**src/rtl/core/mcst_ram.sv**
```systemverilog
// Generic single-write, single-read synchronous RAM with a registered read port.
// No dependencies.
module mcst_ram #(
  parameter int WIDTH = 8,
  parameter int DEPTH = 4,
  localparam int AW = (DEPTH > 1) ? $clog2(DEPTH) : 1
) (
  input  logic             clk,
  input  logic             we,
  input  logic [AW-1:0]    waddr,
  input  logic [WIDTH-1:0] wdata,
  input  logic             re,
  input  logic [AW-1:0]    raddr,
  output logic [WIDTH-1:0] rdata
);

  logic [WIDTH-1:0] mem [DEPTH];

  // Write port and registered read port.
  always_ff @(posedge clk) begin
    if (we) begin
      mem[waddr] <= wdata;
    end
    if (re) begin
      rdata <= mem[raddr];
    end
  end

endmodule

```
**config.mk**
```make
export PLATFORM = sky130hd
export DESIGN_NAME = mcst_ram
export DESIGN_NICKNAME = d
export VERILOG_FILES = /design/src/rtl/core/mcst_ram.sv
export SDC_FILE = /design/constraint.sdc
export NUM_CORES = 1
export LEC_CHECK = 0
export BUFFER_PORTS_ARGS = -buffer_cell sky130_fd_sc_hd__buf_2
export CORE_MARGIN = 10
export CORE_UTILIZATION = 35
export DETAILED_ROUTE_END_ITERATION = 7
export PLACE_DENSITY = 0.56
export SKIP_CTS_REPAIR_TIMING = 1
export SLEW_MARGIN = 20
export SYNTH_ARGS = -nofsm -noshare
export SYNTH_HDL_FRONTEND = slang
export SYNTH_SLANG_ARGS = --single-unit
```
**constraint.sdc**
```tcl
create_clock -name clk -period 3.3 [get_ports clk]
set_input_delay 0.99 -clock clk [delete_from_list [all_inputs] [get_ports clk]]
set_output_delay 0.99 -clock clk [all_outputs]
set_load 0.01 [all_outputs]
```
==> flow_summary.json, run 1 <==
{
  "insertion_delay_ns": 0.29,
  "setup.worst_path.class": "reg2out",
  "p_leak_nw": 0.576,
  "setup_total_negative_slack_ns": 0,
  "timing.critical_path.slowest_stage_cell": "sky130_fd_sc_hd__edfxtp_1",
  "grt_usage": 0.0695,
  "worstPathBufferInverterCount": 1,
  "numClockSinks": 40,
  "pre_cts_setup_slack_ns": 1.19,
  "cpLargestDelayFamily": "flip-flops",
  "cp_cell_sequence": "buf_2",
  "achievable-frequency_mhz": 551,
  "fp.dieArea_um2": 7040,
  "synthCells": 54,
  "drt_iter0_drc": 42,
  "detail_route.drc_violations": 0,
  "synth-seq-area-share": 0.841,
  "detail_route.wirelength.met1_um": 1120,
  "number_of_antenna_violating_nets_in_the_routed_design": 0,
  "die_width_um": 83.9,
  "clockBufferDepth": 2,
  "grt_start_max_net_pins": 12,
  "cts_max_level": 2,
  "setup_repair_after_global_routing_missed_its_margin": "no",
  "routabilityCongestion": 0.675,
  "num_vias": 623,
  "via_count_of_the_first_global_routing_pass": 691,
  "syn_nets": 69,
  "grt_remaining_overflow": 0,
  "endpoint_kind": "output port",
  "drive_above_1_share": 0.434,
  "worst_ir_drop_vdd_mv": 0.247,
  "cp_data_required_time_ns": 2.31,
  "cts_tree": "yes",
  "timing_max_transition_violations_final": 0,
  "post_drt_wl_per_cell_um": 17.8,
  "path_clk_slew_ns": 0.07,
  "synthesis.area_per_instance_um2": 26.5,
  "synthesized_area_fraction_occupied_by_ao_oa_aoi_and_oai_cells": 0,
  "dr_top_layer": "met4",
  "antenna-diode-count": 0,
  "cap_violations": 0,
  "final.period_utilization": 0.550,
  "drt_pass1_iterations": 4,
  "finish.net_count": 97,
  "placement.io_buffers": 22,
  "totalPowerFinal_w": 0.000953,
  "synth_area_um2": 1430,
  "worst_pin_slew_ns": 0.477,
  "critical_path_arrival_ns": 0.82,
  "outcome": "finished, final reports clean",
  "layout-area-overhead-vs-synth_pct": 17.1,
  "max_slew_margin": 0.682,
  "min-delay-path-class": "reg2reg",
  "yosys.area_share.simple": 0.0219,
  "synth-adder-area-share": 0,
  "cts_made_buffers": 5,
  "crit_path_max_fanout": 1,
  "row_count": 23,
  "fin_area_um2": 1670,
  "report.final.setup_viol": 0,
  "finalWorstSetupSlack_ns": 1.49,
  "number_of_warning_messages_in_the_yosys_log": 0,
  "setup.reg_to_reg.worst_slack_ns": 2.21,
  "routed_via_density": 4.68,
  "dieHeight_um": 83.9,
  "holdWs_ns": 0.632,
  "routed_wirelength_um": 2370,
  "antenna_found_initial": 0,
  "dpl-instance-area_um2": 1590,
  "synth.lib_cells_used.distinct": 7,
  "wl_met3_um": 118,
  "ys_seq_elements": 40,
  "design.core.area_um2": 3970,
  "global_route_wire_length_before_repair_um": 3640,
  "ioPinCount": 23,
  "main_combinational_cell_family_by_area_after_synthesis": "multiplexers",
  "critPathLaunchType": "flip-flop",
  "pwr_density_cell_nw_per_um2": 569,
  "wl_met2_um": 1090,
  "synth-xor-area-share": 0,
  "timing.final.hold_violations": 0,
  "cp_slowest_stage_delay_ns": 0.38,
  "clock_root_cell": "sky130_fd_sc_hd__clkbuf_8",
  "timing.final.crit_period_ns": 1.81,
  "worst_clock_skew_ns": 0.00436,
  "effective_utilization_at_floorplan": 0.360,
  "muxShareOfSynthArea": 0.126
}
## cell usage in the layout, fill, tap and decap left out
cell | Yosys | layout
sky130_fd_sc_hd__and3_1 | 1 | 1
sky130_fd_sc_hd__edfxtp_1 | 40 | 40
sky130_fd_sc_hd__nor3b_1 | 1 | 1
sky130_fd_sc_hd__mux4_2 | 8 | 8
sky130_fd_sc_hd__clkbuf_8 | 0 | 5
sky130_fd_sc_hd__buf_4 | 0 | 1
sky130_fd_sc_hd__clkinv_1 | 0 | 1
sky130_fd_sc_hd__and3b_1 | 2 | 2
sky130_fd_sc_hd__buf_2 | 0 | 22
sky130_fd_sc_hd__clkbuf_1 | 0 | 2
## per-layer routing
layer	global-route usage	vias up
met5	0	-
met4	0.0411	0
met3	0.0303	5
met2	0.0990	22
met1	0.0846	309
li1	-	287
## power by group
part | internal [W] | total, W | switching [W]
sequential | 0.000590 | 0.000595 | 0.00000523
combinational | 0.0000269 | 0.0000564 | 0.0000295
clock | 0.000147 | 0.000301 | 0.000154
total | 0.000764 | 0.000953 | 0.000189
## registers in the layout (all words and copies together), names as in the netlist
name / cells
rdata: 8
mem: 32
## cell type report
class	count	area (um2)
fillers	366	2300
flip-flops and latches	40	1200
multi-input cells	12	211
clock inverters	1	3.75
well taps	50	62.6
repair buffers	23	118
clock buffers	7	76.3
## logic make-up (layout without fill, tap and decap cells)
| group | Yosys count | after routing |
|---|---|---|
| DFF | 40 | 40 |
| muxes | 8 | 8 |
| and+or+nand+nor | 4 | 4 |
| buffers and inverters | 2 | 31 |
## metrics by stage
stage / utilization / cells
after floorplan: - / 54
after global placement: 0.401 / 125
after detailed placement: 0.401 / 125
after CTS: 0.421 / 133
after global routing: 0.421 / 133
final: 0.421 / 133
## synthesized netlist by cell type
library cell | number | area (um2)
sky130_fd_sc_hd__and3_1 | 1 | 6.26
sky130_fd_sc_hd__and3b_1 | 2 | 17.5
sky130_fd_sc_hd__buf_6 | 1 | 11.3
sky130_fd_sc_hd__clkbuf_2 | 1 | 5.00
sky130_fd_sc_hd__edfxtp_1 | 40 | 1200
sky130_fd_sc_hd__mux4_2 | 8 | 180
sky130_fd_sc_hd__nor3b_1 | 1 | 7.51
## worst paths after layout
| check | start | endpoint | depth (start not counted) |
|---|---|---|---|
| max | rdata[0] | rdata[0] | 1 |
| min | mem[0][6] | rdata[6] | 1 |
| max reg2reg | mem[3][1] | rdata[1] | 1 |
| min reg2reg | mem[0][6] | rdata[6] | 1 |
Note: power is estimated with default switching activity, not from simulation.
==> run 2, diff against run 1 <==
- PLACE_DENSITY: 0.56 -> 0.58
- clock period: 3.3 -> 1.5 ns (I/O delays scaled with it)
==> run 2 against run 1 <==
Register-to-register slack got worse by 1.8 ns. Wire length grew 4.6%. Worst hold slack worse by 0.26 ns. Flip-flop and latch count unchanged. Critical path type unchanged. Largest cell class unchanged. Largest power group unchanged.
==> flow_summary.json, run 2 (synthesized netlist as in run 1, its figures left out) <==
{
  "outcome": "finished, final reports clean",
  "pre_cts_setup_slack_ns": 0.0231,
  "layout.cells.most_common": "sky130_fd_sc_hd__edfxtp_1",
  "top_registers": "mem (32), rdata (8)",
  "cp_slowest_stage_delay_ns": 0.37,
  "cts_max_level": 2,
  "most_frequent_cells_in_the_layout": "sky130_fd_sc_hd__edfxtp_1 (40), sky130_fd_sc_hd__buf_2 (22), sky130_fd_sc_hd__mux4_2 (8)",
  "numClockSinks": 40,
  "finalCoreUtilization": 0.436,
  "power.clock.fraction": 0.314,
  "switching_share": 0.198,
  "timing.final.crit_period_ns": 1.25,
  "ioPinCount": 23,
  "min-delay-path-class": "in2reg",
  "cp_data_required_time_ns": 1.05,
  "achievable-frequency_mhz": 801,
  "number_of_antenna_violating_nets_in_the_routed_design": 0,
  "worst_ir_drop_vdd_mv": 0.749,
  "p_switching_w": 0.000419,
  "worst_pin_slew_ns": 0.236,
  "drive_above_1_share": 0.471,
  "via_count_of_the_first_global_routing_pass": 747,
  "pwr_density_cell_nw_per_um2": 1220,
  "worst_clock_skew_ns": 0.00561,
  "holdWs_ns": 0.375,
  "endpoint_kind": "output port",
  "max_ffs_per_register": 32,
  "effective_utilization_at_floorplan": 0.360,
  "num_vias": 650,
  "post_drt_wl_per_cell_um": 18.1,
  "path_clk_slew_ns": 0.08,
  "power_report.internal_total_w": 0.00169,
  "sequential_area_um2": 1200,
  "cts_tree": "yes",
  "global_route_wire_length_before_repair_um": 3980,
  "drt_pass1_iterations": 4,
  "grt_remaining_overflow": 0,
  "critical_path_arrival_ns": 0.80,
  "cp_cell_sequence": "buf_2",
  "max_slew_margin": 0.843,
  "setup_total_negative_slack_ns": 0,
  "seq_power_share": 0.620,
  "fin_area_um2": 1730,
  "worstPathBufferInverterCount": 1,
  "timing.final.hold_violations": 0,
  "timing.critical_path.slowest_stage_cell": "sky130_fd_sc_hd__edfxtp_1",
  "setup.worst_path.class": "reg2out",
  "finish.net_count": 101,
  "report.final.setup_viol": 0,
  "routed_wirelength_um": 2480,
  "grt_start_max_net_pins": 12,
  "grt_usage": 0.0755,
  "combPwrFrac": 0.066,
  "finalWorstSetupSlack_ns": 0.251,
  "row_count": 23,
  "routabilityCongestion": 0.662,
  "cts_made_buffers": 5,
  "routed_via_density": 4.74,
  "insertion_delay_ns": 0.28,
  "drt_iter0_drc": 62,
  "timing_max_transition_violations_final": 0,
  "dieHeight_um": 83.9,
  "dpl-instance-area_um2": 1650,
  "registers.top_by_ff_count": "mem",
  "fp.dieArea_um2": 7040,
  "p_leak_nw": 0.606,
  "placement.io_buffers": 22,
  "critPathLaunchType": "flip-flop",
  "antenna-diode-count": 0,
  "n_fill_cell": 351,
  "cap_violations": 0,
  "multi_input_area_um2": 216,
  "detail_route.drc_violations": 0,
  "setup_repair_after_global_routing_missed_its_margin": "no",
  "antenna_found_initial": 0,
  "die_width_um": 83.9,
  "final.period_utilization": 0.832,
  "crit_path_max_fanout": 1,
  "cpLargestDelayFamily": "flip-flops",
  "design.core.area_um2": 3970,
  "clock_root_cell": "sky130_fd_sc_hd__clkbuf_8",
  "layout-area-overhead-vs-synth_pct": 21.3,
  "clockBufferDepth": 2
}
[run 2: worst paths after layout]
kind	start	endpoint	slack, ns	depth (start not counted)
worst max-delay path	rdata[0]	rdata[0]	0.25	1
worst min-delay path	wdata[7]	mem[0][7]	0.37	1
worst max register to register	mem[3][6]	rdata[6]	0.41	1
worst min register to register	mem[2][1]	rdata[1]	0.63	1
[run 2: per-layer routing]
layer / global-route usage / vias up / routed length [um]
met2: 0.115 / 19 / 1240
met1: 0.0837 / 331 / 1040
met4: 0.0274 / 0 / 29
li1: - / 296 / -
met5: 0 / - / 0
met3: 0.0469 / 4 / 168
[run 2: power by group through the flow]
stage	clock [W]	sequential [W]	combinational, W
5_1_grt	0.000754	0.00131	0.000154
4_1_cts	0.000684	0.00131	0.000145
3_5_place_dp	0	0.00134	0.000145
6_report	0.000662	0.00131	0.000140
3_3_place_gp	0	0.00133	0.000139
2_1_floorplan	0	0.00134	0.0000580
[run 2: layout make-up]
class	instances	area share
multi-input cells	12	0.125
clock inverters	1	0.00217
clock buffers	7	0.0440
flip-flops and latches	40	0.693
well taps	50	0.0361
repair buffers	27	0.0996
[run 2: stage by stage]
stage,std cells,power [W]
6_report,137,0.00211
5_1_grt,137,0.00222
4_1_cts,137,0.00214
3_5_place_dp,129,0.00148
3_3_place_gp,129,0.00147
2_1_floorplan,54,0.00140
